<file path="config.mk">
export PLATFORM = sky130hd
export DESIGN_NAME = mrs_ctrl
export DESIGN_NICKNAME = d
export VERILOG_FILES = /design/src/mrs_pkg.sv /design/src/mrs_ctrl.sv
export SDC_FILE = /design/constraint.sdc
export NUM_CORES = 1
export LEC_CHECK = 0
export ABC_AREA = 1
export BUFFER_PORTS_ARGS = -buffer_cell sky130_fd_sc_hd__buf_4
export CAP_MARGIN = 15
export CELL_PAD_IN_SITES_DETAIL_PLACEMENT = 1
export CELL_PAD_IN_SITES_GLOBAL_PLACEMENT = 2
export CORE_MARGIN = 1.5
export CORE_UTILIZATION = 22
export DETAILED_ROUTE_END_ITERATION = 8
export GPL_TIMING_DRIVEN = 0
export PLACE_DENSITY_LB_ADDON = 0.05
export SETUP_SLACK_MARGIN = 0.5
export SYNTH_ARGS = -nofsm -noshare
export SYNTH_HDL_FRONTEND = slang
export SYNTH_SLANG_ARGS = --single-unit
</file>
<file path="constraint.sdc">
create_clock -name clk -period 2.4 [get_ports clk]
set_clock_uncertainty 0.2 [all_clocks]
set_input_delay 0 -clock clk [delete_from_list [all_inputs] [get_ports clk]]
set_output_delay 0 -clock clk [all_outputs]
set_load 0.05 [all_outputs]
</file>
<file path="src/mrs_pkg.sv">
package mrs_pkg;

	localparam int RX_BYTES_DEF  = 256;
	localparam int TX_BYTES_DEF  = 256;
	localparam int REG_WORDS_DEF = 256;

	localparam logic [7:0]  DEV_ADDR_RST     = 8'h01;
	localparam logic [7:0]  FN_READ_HOLD     = 8'h03;
	localparam logic [7:0]  FN_READ_INPUT    = 8'h04;
	localparam logic [7:0]  FN_WRITE_MULTI   = 8'h10;
	localparam logic [7:0]  FN_SLAVE_ID      = 8'h11;
	localparam logic [7:0]  FN_EXC_FLAG      = 8'h80;
	localparam logic [7:0]  EXC_ILLEGAL_FN   = 8'h01;
	localparam logic [7:0]  EXC_ILLEGAL_ADDR = 8'h02;
	localparam logic [7:0]  ID_BYTE_COUNT    = 8'h02;
	localparam logic [7:0]  ID_RUN_STATUS    = 8'hFF;
	localparam logic [15:0] CRC_INIT         = 16'hFFFF;
	localparam logic [15:0] CRC_POLY         = 16'hA001;
	localparam int          READ_MAX_A       = 125;
	localparam int          WRITE_MAX        = 123;
	localparam int          MIN_FRAME        = 4;
	localparam int          HDR_BYTES        = 6;

	typedef enum logic [1:0] {
		OP_RX_BYTE = 2'd0,
		OP_UPDATE  = 2'd1,
		OP_TX_REQ  = 2'd2
	} op_t;

	typedef enum logic [2:0] {
		HM_EXC1,
		HM_EXC2,
		HM_ID,
		HM_ECHO,
		HM_READ
	} hmode_t;

	typedef enum logic [1:0] {
		FC_READ,
		FC_WRITE,
		FC_ID,
		FC_OTHER
	} fcls_t;

	typedef enum logic [3:0] {
		S_IDLE,
		S_DISPATCH,
		S_HDR,
		S_RD_REQ,
		S_RD_HI,
		S_RD_LO,
		S_WR_REQ,
		S_WR_HI,
		S_WR_LO,
		S_CRC_LO,
		S_CRC_HI,
		S_FINISH,
		S_TX_LOAD
	} state_t;

	typedef struct packed {
		logic   accept;
		logic   dispatch;
		logic   hdr_emit;
		hmode_t hmode;
		logic   rd_req;
		logic   rd_hi;
		logic   rd_lo;
		logic   wr_req;
		logic   wr_hi;
		logic   wr_lo;
		logic   crc_lo;
		logic   crc_hi;
		logic   finish;
		logic   tx_load;
	} cmd_t;

	typedef struct packed {
		logic  frame_go;
		logic  tx_pending;
		fcls_t fcls;
		logic  reply;
		logic  read_bad;
		logic  write_bad;
		logic  hdr_last;
		logic  loop_done;
		logic  out_free;
	} sts_t;

	function automatic logic [15:0] crc_update(input logic [15:0] c, input logic [7:0] b);
		logic [15:0] r;
		r = c ^ {8'h00, b};
		for (int j = 0; j < 8; j++) begin
			r = r[0] ? ((r >> 1) ^ CRC_POLY) : (r >> 1);
		end
		return r;
	endfunction

endpackage

</file>
<file path="src/mrs_ctrl.sv">
module mrs_ctrl (
	input  logic          clk,
	input  logic          arst_n,
	input  logic          in_valid,
	input  logic [1:0]    in_func,
	output logic          in_ready,
	input  mrs_pkg::sts_t sts,
	output mrs_pkg::cmd_t cmd
);

	mrs_pkg::state_t state_q, state_nx;
	mrs_pkg::hmode_t mode_q, mode_nx;

	always_ff @(posedge clk or negedge arst_n) begin
		if (!arst_n) begin
			state_q <= mrs_pkg::S_IDLE;
			mode_q  <= mrs_pkg::HM_EXC1;
		end else begin
			state_q <= state_nx;
			mode_q  <= mode_nx;
		end
	end

	always_comb begin
		state_nx = state_q;
		mode_nx  = mode_q;
		case (state_q)
			mrs_pkg::S_IDLE: begin
				if (in_valid) begin
					if (in_func == mrs_pkg::OP_RX_BYTE && sts.frame_go)
						state_nx = mrs_pkg::S_DISPATCH;
					else if (in_func == mrs_pkg::OP_TX_REQ && sts.tx_pending)
						state_nx = mrs_pkg::S_TX_LOAD;
				end
			end
			mrs_pkg::S_DISPATCH: begin
				if (sts.fcls == mrs_pkg::FC_WRITE) begin
					if (!sts.write_bad) begin
						state_nx = mrs_pkg::S_WR_REQ;
					end else if (sts.reply) begin
						state_nx = mrs_pkg::S_HDR;
						mode_nx  = mrs_pkg::HM_EXC2;
					end else begin
						state_nx = mrs_pkg::S_IDLE;
					end
				end else if (!sts.reply) begin
					state_nx = mrs_pkg::S_IDLE;
				end else begin
					state_nx = mrs_pkg::S_HDR;
					case (sts.fcls)
						mrs_pkg::FC_READ: mode_nx = sts.read_bad ? mrs_pkg::HM_EXC2 : mrs_pkg::HM_READ;
						mrs_pkg::FC_ID:   mode_nx = mrs_pkg::HM_ID;
						default:          mode_nx = mrs_pkg::HM_EXC1;
					endcase
				end
			end
			mrs_pkg::S_HDR: begin
				if (sts.hdr_last)
					state_nx = (mode_q == mrs_pkg::HM_READ) ? mrs_pkg::S_RD_REQ : mrs_pkg::S_CRC_LO;
			end
			mrs_pkg::S_RD_REQ: state_nx = sts.loop_done ? mrs_pkg::S_CRC_LO : mrs_pkg::S_RD_HI;
			mrs_pkg::S_RD_HI:  state_nx = mrs_pkg::S_RD_LO;
			mrs_pkg::S_RD_LO:  state_nx = mrs_pkg::S_RD_REQ;
			mrs_pkg::S_WR_REQ: begin
				if (!sts.loop_done) begin
					state_nx = mrs_pkg::S_WR_HI;
				end else if (sts.reply) begin
					state_nx = mrs_pkg::S_HDR;
					mode_nx  = mrs_pkg::HM_ECHO;
				end else begin
					state_nx = mrs_pkg::S_IDLE;
				end
			end
			mrs_pkg::S_WR_HI:  state_nx = mrs_pkg::S_WR_LO;
			mrs_pkg::S_WR_LO:  state_nx = mrs_pkg::S_WR_REQ;
			mrs_pkg::S_CRC_LO: state_nx = mrs_pkg::S_CRC_HI;
			mrs_pkg::S_CRC_HI: state_nx = mrs_pkg::S_FINISH;
			mrs_pkg::S_FINISH: state_nx = mrs_pkg::S_IDLE;
			mrs_pkg::S_TX_LOAD: begin
				if (sts.out_free)
					state_nx = mrs_pkg::S_IDLE;
			end
			default: state_nx = mrs_pkg::S_IDLE;
		endcase
	end

	always_comb begin
		cmd       = '0;
		cmd.hmode = mode_q;
		in_ready  = 1'b0;
		case (state_q)
			mrs_pkg::S_IDLE: begin
				in_ready   = 1'b1;
				cmd.accept = in_valid;
			end
			mrs_pkg::S_DISPATCH: cmd.dispatch = 1'b1;
			mrs_pkg::S_HDR:      cmd.hdr_emit = 1'b1;
			mrs_pkg::S_RD_REQ:   cmd.rd_req   = 1'b1;
			mrs_pkg::S_RD_HI:    cmd.rd_hi    = 1'b1;
			mrs_pkg::S_RD_LO:    cmd.rd_lo    = 1'b1;
			mrs_pkg::S_WR_REQ:   cmd.wr_req   = 1'b1;
			mrs_pkg::S_WR_HI:    cmd.wr_hi    = 1'b1;
			mrs_pkg::S_WR_LO:    cmd.wr_lo    = 1'b1;
			mrs_pkg::S_CRC_LO:   cmd.crc_lo   = 1'b1;
			mrs_pkg::S_CRC_HI:   cmd.crc_hi   = 1'b1;
			mrs_pkg::S_FINISH:   cmd.finish   = 1'b1;
			mrs_pkg::S_TX_LOAD:  cmd.tx_load  = sts.out_free;
			default: ;
		endcase
	end

endmodule

</file>
# Yosys cells after proc, flatten, opt, wreduce, memory -nomap -nowiden
# Index checks and enable logic that the tools add are counted.
word_totals:
  regBits: 7
  output_inout_bits: 17
classes:
  eq_ne: 24
  n_mux: 35
  n_reduce_logical: 8
ops:
  columns: ["cell", "count"]
  rows:
  - ["$pmux 4 s12", 1]
  - ["$mux 4", 9]
  - ["$mux 3", 8]
  - ["$eq 4x4->1 const B", 5]
  - ["$eq 4x3->1 const B", 4]
  - ["$mux 1", 14]
  - ["$ne 2x2->1 const B", 6]
  - ["$pmux 3 s2", 2]
  - ["$eq 4x2->1 const B", 2]
  - ["$ne 3x3->1 const B", 2]
  - ["$reduce_and 5->1", 1]
  - ["$eq 2x2->1 const B", 2]
  - ["$eq 4x1->1 const B", 1]
  - ["$logic_not 2->1", 2]
  - ["$logic_not 4->1", 1]
  - ["$reduce_and 4->1", 1]
  - ["$eq 3x3->1 const B", 1]
  - ["$eq 2x1->1 const B", 1]
  - ["$logic_and 1x1->1", 2]
  - ["$mux 2", 1]
  - ["$reduce_bool 2->1", 1]

# Longest topological paths before layout
# Gate-level depths: netlist of run 1.
logic_depth:
  depth_word: 6
  mapped_depth: 8
  mapped_depth_nobuf: 8

# Worst setup path after synthesis of run 1
# Ideal clock, no wire load.
synth_path:
  path_kind: "register -> output"
  start: "register state_q[0]"
  end: "output cmd[0] in the netlist's numbering"
  arrival_ns: 2.160
  required_time_ns: 2.200
  slack_ns: 0.040
  stages_incl_launch_ff: 4
  path_cell_list: "dfrtp_1 -> nor2_1 -> inv_1 -> nor4_1"
synth_rtl:
  columns: ["item", "line_no", "rtl"]
  rows:
  - ["start: declaration", "mrs_ctrl.sv:11", "mrs_pkg::state_t state_q, state_nx;"]
  - ["start signal: assignment", "mrs_ctrl.sv:16", "state_q <= mrs_pkg::S_IDLE;"]
  - ["start signal: assignment", "mrs_ctrl.sv:19", "state_q <= state_nx;"]
  - ["end: declaration", "mrs_ctrl.sv:8", "output mrs_pkg::cmd_t cmd"]

==> flow_metrics.py, run 1 <==
metrics = {
    "run_status": {
        "status": "complete, but fails checks",
        "violations": "DRC",
    },
    "critical_path": {
        "r2r_cells": 7,
        "start_kind": "register",
        "rr_endpoint": "state_q[3]$_DFFE_PN0P_",
        "cp-end-kind": "output pin",
        "worstPathRequired_ps": 2200,
        "cp.arrival_ps": 1500,
        "rr_startpoint": "state_q[1]$_DFFE_PN0P_",
        "crit_fanout": 6,
        "critPathKind": "reg2out",
        "reg2reg_slack_ps": 810,
    },
    "clocking": {
        "post_cts_buffers": 0,
        "cts_resized": 0,
        "clock_latency_ps": 250,
        "path_clk_slew_ps": 50,
        "cts_buffer_depth": 2,
        "cts_tree": "done",
        "cts_buffers": 3,
        "clock-sinks": 7,
        "cts_root_buffer": "clkbuf_4",
        "htreeDepth": 1,
    },
    "placement": {
        "hpwl_um": 1772,
        "pre_cts_ws_ps": 775.5,
        "place_congestion": 0.7671,
        "place_area_um2": 949.7,
        "portBuffers": 31,
        "place_inst": 177,
    },
    "route": {
        "num_vias": 860,
        "drtAntennaViolNets": 0,
        "dr.pass1.iters": 6,
        "via_per_inst": 4.479,
        "remaining_drc_errors": 8,
        "wire_per_inst_um": 11.08,
        "wirelength_um": 2127,
        "initialDrtViolationCount": 28,
    },
    "sta": {
        "tns_ps": 0,
        "hold_ws_ps": 55.92,
        "grt_setup_unrepaired": "no",
        "fmax_mhz": 588.0,
        "slew_viol_final": 0,
        "post-route-min-period_ps": 1701,
        "tightestPinTransition_ps": 307.4,
        "setup_viol": 0,
        "hold_viol_final": 0,
        "slew_headroom": 0.7944,
        "setup_ws_ps": 699.3,
        "fin_crit_sh": 0.7086,
    },
    "power_and_ir_drop": {
        "seq_power_share": 0.191,
        "peakVddDrop_v": 0.0002802,
        "p_sw_frac": 0.5880,
        "intPower_uw": 486.7,
        "p_leak_nw": 0.6069,
        "p_sw_uw": 694.4,
        "p_clk_frac": 0.091,
        "comb_power_share": 0.718,
        "power_mw": 1.181,
        "powerDensity_nw_per_um2": 1088,
    },
    "yosys": {
        "synth-simple-area-share": 0.5085,
        "synthFlopType": "dfrtp_1",
        "yosysSeqAreaShare": 0.2657,
        "synthesis.nets": 130,
        "synth-warning-count": 0,
        "async_reset_ff_frac": 1.000,
        "ys_seq_elements": 7,
        "avgSynthCellArea_um2": 5.734,
        "synth_top_family_by_area": "simple AND/OR/NAND/NOR gates",
        "synth.most_common_cell": "nor2_1",
        "synth.area.top_cells": "dfrtp_1 27%, nor2_1 15%, nand2_1 14%, inv_1 12%, nor2_2 5.7%",
        "synth_adder_area_share": 0,
        "synthTopCellsByCount": "26 x nor2_1, 25 x nand2_1, 21 x inv_1, 7 x dfrtp_1, 7 x nand3_1",
        "postSynthCellCount": 115,
        "synth.top_cell.area_share": 0.2657,
        "synth_xor_xnor_area_share": 0,
        "synthMuxAreaShare": 0,
        "synth_area_um2": 659.4,
        "synthDistinctLibCells": 18,
        "yosys.area.top_type": "dfrtp_1",
        "synth-edff-count": 0,
        "synth-compound-area-share": 0.08918,
    },
    "die": {
        "die_area_um2": 3334,
        "die-height_um": 57.75,
        "die_x_um": 57.75,
        "pin_count": 32,
        "start_util": 0.2351,
        "rows": 19,
        "core_um2": 2805,
    },
    "hold_path": {
        "worstHoldPathType": "in2reg",
        "min_from": "in_valid",
        "min_path_cells": 7,
        "hold_path_end": "state_q[0]$_DFFE_PN0P_",
    },
    "final_layout": {
        "final_core_utilization": 0.3872,
        "area_delta_synth_final_pct": 64.71,
        "n_antenna_cell": 0,
        "design_area_um2": 1086,
        "final.fill_count": 390,
        "nets": 177,
        "instances_no_fill": 192,
        "drive_above_1_share": 0.3292,
    },
    "global_route": {
        "grt_pass1_wl_um": 3657,
        "grt_pass1_vias": 824,
        "antenna_found_initial": 0,
        "track_usage": 0.1450,
        "grt_max_degree": 8,
        "overflow": 0,
    },
    "job": {
        "drv_cap": 0,
    },
}
power by group through the flow:
stage                     Combinational [mW]  Sequential [mW]  Clock (mW)
after floorplan                        0.546            0.286           0
after global placement                 0.839            0.222           0
after detailed placement               0.844            0.227           0
after CTS                              0.860            0.225       0.115
after global routing                   0.931            0.232       0.119
final                                  0.848            0.226       0.108
kinds of logic (layout without fill, tap and decap cells):
logic type | Yosys count | after routing
AOI/OAI and AO/OA | 10 | 10
and+or+nand+nor | 74 | 74
buffers and inverters | 24 | 70
DFF | 7 | 7
critical path: stages, from the launching register on:
cell,delay [ps]
dfrtp_1,450
nor2_1,260
inv_1,140
nor4_2,160
buf_4,240
how the worst max path moves through the flow:
stage,endpoint,slack [ps],startpoint
detailed placement,state_q[3]$_DFFE_PN0P_,780,state_q[1]$_DFFE_PN0P_
finish,cmd[0],700,state_q[1]$_DFFE_PN0P_
CTS,cmd[0],650,state_q[1]$_DFFE_PN0P_
floorplan,state_q[3]$_DFFE_PN0P_,520,state_q[2]$_DFFE_PN0P_
global route,cmd[0],560,state_q[1]$_DFFE_PN0P_
global placement,state_q[2]$_DFFE_PN0P_,760,state_q[1]$_DFFE_PN0P_
state kept, by name, summed over array words and instances (netlist names):
name / flops
state_q: 4
mode_q: 3
cells in the final DEF (no fill, tap or decap), types with 2 or more instances in the layout:
cell,count
nand2_1,25
nand4_1,2
a21oi_1,2
inv_1,21
clkbuf_4,3
buf_4,31
nand3_1,7
dfrtp_1,7
nor2_1,23
nor2_4,2
nand2_2,2
o21ai_0,2
nor2_2,9
inv_2,3
o22ai_1,2
o21ai_1,3
dlygate4sd3_1,11
final cells by class:
| type | count | area [um2] | share of cell area |
|---|---|---|---|
| Inverter | 24 | 90.09 | 0.08295 |
| Sequential cell | 7 | 175.2 | 0.1613 |
| Clock buffer | 4 | 26.28 | 0.02419 |
| Timing Repair Buffer | 42 | 342.8 | 0.3157 |
| Multi-Input combinational cell | 84 | 412.9 | 0.3802 |
| Tap cell | 31 | 38.79 | 0.03571 |
repair_timing:
item / 4_1_cts / 5_1_grt
setup endpoints to repair: 0 / 0
hold buffers: 11 / 0
endpoints found under the hold margin: 14 / 0
routing by layer:
layer	part of all wire	vias up	GRT usage	wire length [um]
li1	-	447	-	-
met1	0.46	373	0.1877	988
met2	0.43	31	0.2208	924
met3	0.055	9	0.01563	118
met4	0.045	0	0.1096	95
met5	0	-	0	0
No activity file was read; power rests on OpenSTA's default activity.
==> inputs of run 2 (changes only) <==
- ABC_AREA: 1 -> 0
- clock period: 2.4 -> 1.48 ns (I/O delays scaled with it)
==> run 2 against run 1 <==
The run ends with hold timing, setup timing left. Combinational power increased to 3.5 times the previous value. Clock power increased by 69%. Sequential power increased by 98%. Global-route usage increased by 0.83 points. Die area increased by 8.4%. Via count increased by 7.0%. Clock-buffer cell count unchanged. Critical path type unchanged. Highest routed layer unchanged.
==> flow_metrics.py, run 2 <==
metrics = {
    "sta": {
        "hold_viol_final": 12,
        "fmax_mhz": 565.6,
        "setup_ws_ps": -288.1,
        "post-route-min-period_ps": 1768,
        "fin_crit_sh": 1.195,
        "grt_setup_unrepaired": "yes",
        "tightestPinTransition_ps": 376.5,
        "hold_ws_ps": -111.0,
        "slew_headroom": 0.7469,
        "setup_viol": 20,
        "slew_viol_final": 0,
    },
    "yosys": {
        "synth-edff-count": 0,
        "synth.area.top_cells": "dfrtp_1 24%, nor2_1 10%, mux2_4 6.3%, o21ai_0 4.2%, nor4b_4 3.3%",
        "synth_area_um2": 718.2,
        "synth.top_cell.area_share": 0.2439,
        "async_reset_ff_frac": 1.000,
        "yosysSeqAreaShare": 0.2439,
        "synthTopCellsByCount": "20 x nor2_1, 7 x dfrtp_1, 6 x o21ai_0, 5 x nand2_1",
        "postSynthCellCount": 92,
        "yosys.area.top_type": "dfrtp_1",
        "synthFlopType": "dfrtp_1",
        "synth-warning-count": 0,
        "avgSynthCellArea_um2": 7.806,
        "synthesis.nets": 107,
        "ys_seq_elements": 7,
        "synth.most_common_cell": "nor2_1",
        "synthDistinctLibCells": 41,
    },
    "run_status": {
        "violations": "hold timing, setup timing",
        "status": "complete, but fails checks",
    },
    "critical_path": {
        "cpMostUsedCell": "buf_6",
        "cp.arrival_ps": 1570,
        "critPathKind": "reg2out",
        "r2r_cells": 5,
        "worstPathRequired_ps": 1280,
        "cpPeakStageDelay_ps": 440,
        "reg2reg_slack_ps": -280,
        "cp-end-kind": "output pin",
        "start_kind": "register",
        "cp_cell_sequence": "buf_6 -> or2_1 -> buf_6 -> nor2_4 -> and2_4 -> buf_8",
        "rr_startpoint": "state_q[3]$_DFFE_PN0P_",
        "slowest_stage": "dfrtp_2",
        "crit_fanout": 6,
        "rr_endpoint": "mode_q[0]$_DFFE_PN0P_",
    },
    "die": {
        "start_util": 0.2333,
        "pin_count": 32,
        "die-height_um": 60.14,
        "die_area_um2": 3616,
        "rows": 20,
        "die_x_um": 60.14,
        "core_um2": 3078,
    },
    "clocking": {
        "cts-hold-fix-buffers": 2,
        "cts_buffers": 3,
        "cts_root_buffer": "clkbuf_4",
        "cts_buffer_depth": 2,
        "path_clk_slew_ps": 50,
        "clock_latency_ps": 260,
        "htreeDepth": 1,
        "cts_tree": "done",
        "clock-sinks": 7,
    },
    "route": {
        "wire_per_inst_um": 14.55,
        "drtAntennaViolNets": 0,
        "num_vias": 920,
        "remaining_drc_errors": 0,
        "dr.pass1.iters": 4,
        "via_per_inst": 4.817,
        "initialDrtViolationCount": 12,
        "wirelength_um": 2780,
    },
    "placement": {
        "hpwl_um": 1866,
        "place_congestion": 0.7651,
        "place_inst": 167,
        "portBuffers": 31,
        "place_area_um2": 1135,
    },
    "global_route": {
        "grt_max_degree": 11,
        "overflow": 0,
        "grt_pass1_wl_um": 4222,
        "grt_pass1_vias": 894,
        "antenna_found_initial": 0,
        "track_usage": 0.1533,
    },
    "power_and_ir_drop": {
        "p_sw_frac": 0.5033,
        "p_leak_nw": 0.6508,
        "p_clk_frac": 0.050,
        "comb_power_share": 0.827,
        "p_sw_mw": 1.829,
        "seq_power_share": 0.123,
        "intPower_mw": 1.805,
        "powerDensity_nw_per_um2": 2219,
        "peakVddDrop_v": 0.0008768,
    },
    "final_layout": {
        "largest-register": "state_q",
        "final_common_cell": "buf_4",
        "area_delta_synth_final_pct": 128.0,
        "design_area_um2": 1638,
        "drive_above_1_share": 0.7075,
        "largest_reg_flops": 4,
        "nets": 163,
        "n_antenna_cell": 0,
        "instances_no_fill": 191,
        "top_regs": "state_q x4, mode_q x3",
        "layout_common_cells": "25 x buf_4, 16 x buf_6, 13 x nor2_4",
    },
    "hold_path": {
        "min_path_cells": 4,
        "min_from": "sts[2]",
        "hold_path_end": "state_q[1]$_DFFE_PN0P_",
        "worstHoldPathType": "in2reg",
    },
    "job": {
        "drv_cap": 0,
    },
}
## run 2: kinds of logic (layout without fill, tap and decap cells)
family | Yosys count | count (layout) | synth area share
compound gates | 26 | 26 | 0.2474
buf+inv | 10 | 65 | 0.06445
flops | 7 | 7 | 0.2439
mux | 5 | 5 | 0.09233
simple gates | 44 | 44 | 0.3519
## run 2: per-stage QoR
| step | hold slack (ps) | setup TNS, ps | utilization | power [mW] | setup slack, ps |
|---|---|---|---|---|---|
| finish | -111.0 | -4126 | 0.5321 | 3.634 | -288.1 |
| global route | -102.9 | -5323 | 0.5321 | 3.857 | -339.1 |
| CTS | -133.8 | -3641 | 0.4841 | 3.250 | -279.9 |
| detailed placement | -382.8 | -3229 | 0.3687 | 2.395 | -524.0 |
| global placement | -384.6 | -3267 | 0.3687 | 2.395 | -524.2 |
| floorplan | -495.6 | -2849 | - | 1.928 | -586.0 |
## run 2: cell type report
class                           instances  area, um2
Fill cell                             360       1440
Multi-Input combinational cell         75      737.0
Buffer                                  6      67.56
Tap cell                               44      55.05
Timing Repair Buffer                   51      538.0
Inverter                                4      31.28
Clock buffer                            4      26.28
Sequential cell                         7      182.7
## run 2: power groups by stage
stage                     registers [mW]  logic (mW)  clock network, mW
after global routing               0.459        3.19              0.203
after CTS                          0.424        2.64              0.185
after floorplan                    0.483        1.44                  0
final                              0.447        3.00              0.182
after detailed placement           0.403        1.99                  0
after global placement             0.402        1.99                  0
## run 2: worst max path at each step
stage | startpoint | end | slack (ps) | depth (start not counted)
6_report | state_q[1]$_DFFE_PN0P_ | cmd[15] | -290 | 6
5_1_grt | state_q[1]$_DFFE_PN0P_ | cmd[15] | -340 | 6
4_1_cts | state_q[1]$_DFFE_PN0P_ | cmd[15] | -280 | 6
3_5_place_dp | state_q[0]$_DFFE_PN0P_ | mode_q[0]$_DFFE_PN0P_ | -520 | 4
3_3_place_gp | state_q[0]$_DFFE_PN0P_ | mode_q[2]$_DFFE_PN0P_ | -520 | 4
2_1_floorplan | state_q[3]$_DFFE_PN0P_ | mode_q[0]$_DFFE_PN0P_ | -590 | 4
## run 2: what timing repair did
action	CTS	global route
gates resized for setup	46	30
pin swaps	8	7
setup endpoints to repair	24	31
setup buffers	14	5
endpoints found under the hold margin	11	9
## run 2: critical path, delay by kind of cell, from the launching register on
kind	cells	cell delay [ps]
buffers and inverters	3	430
flip-flops	1	440
AND/OR/NAND/NOR	3	440
## run 2: metal layers
metal / vias up / track usage / part of all wire
met2: 25 / 0.2453 / 0.53
li1: 446 / - / -
met3: 2 / 0.006494 / 0.025
met5: - / 0 / 0
met4: 0 / 0.04762 / 0.0043
met1: 447 / 0.2206 / 0.44
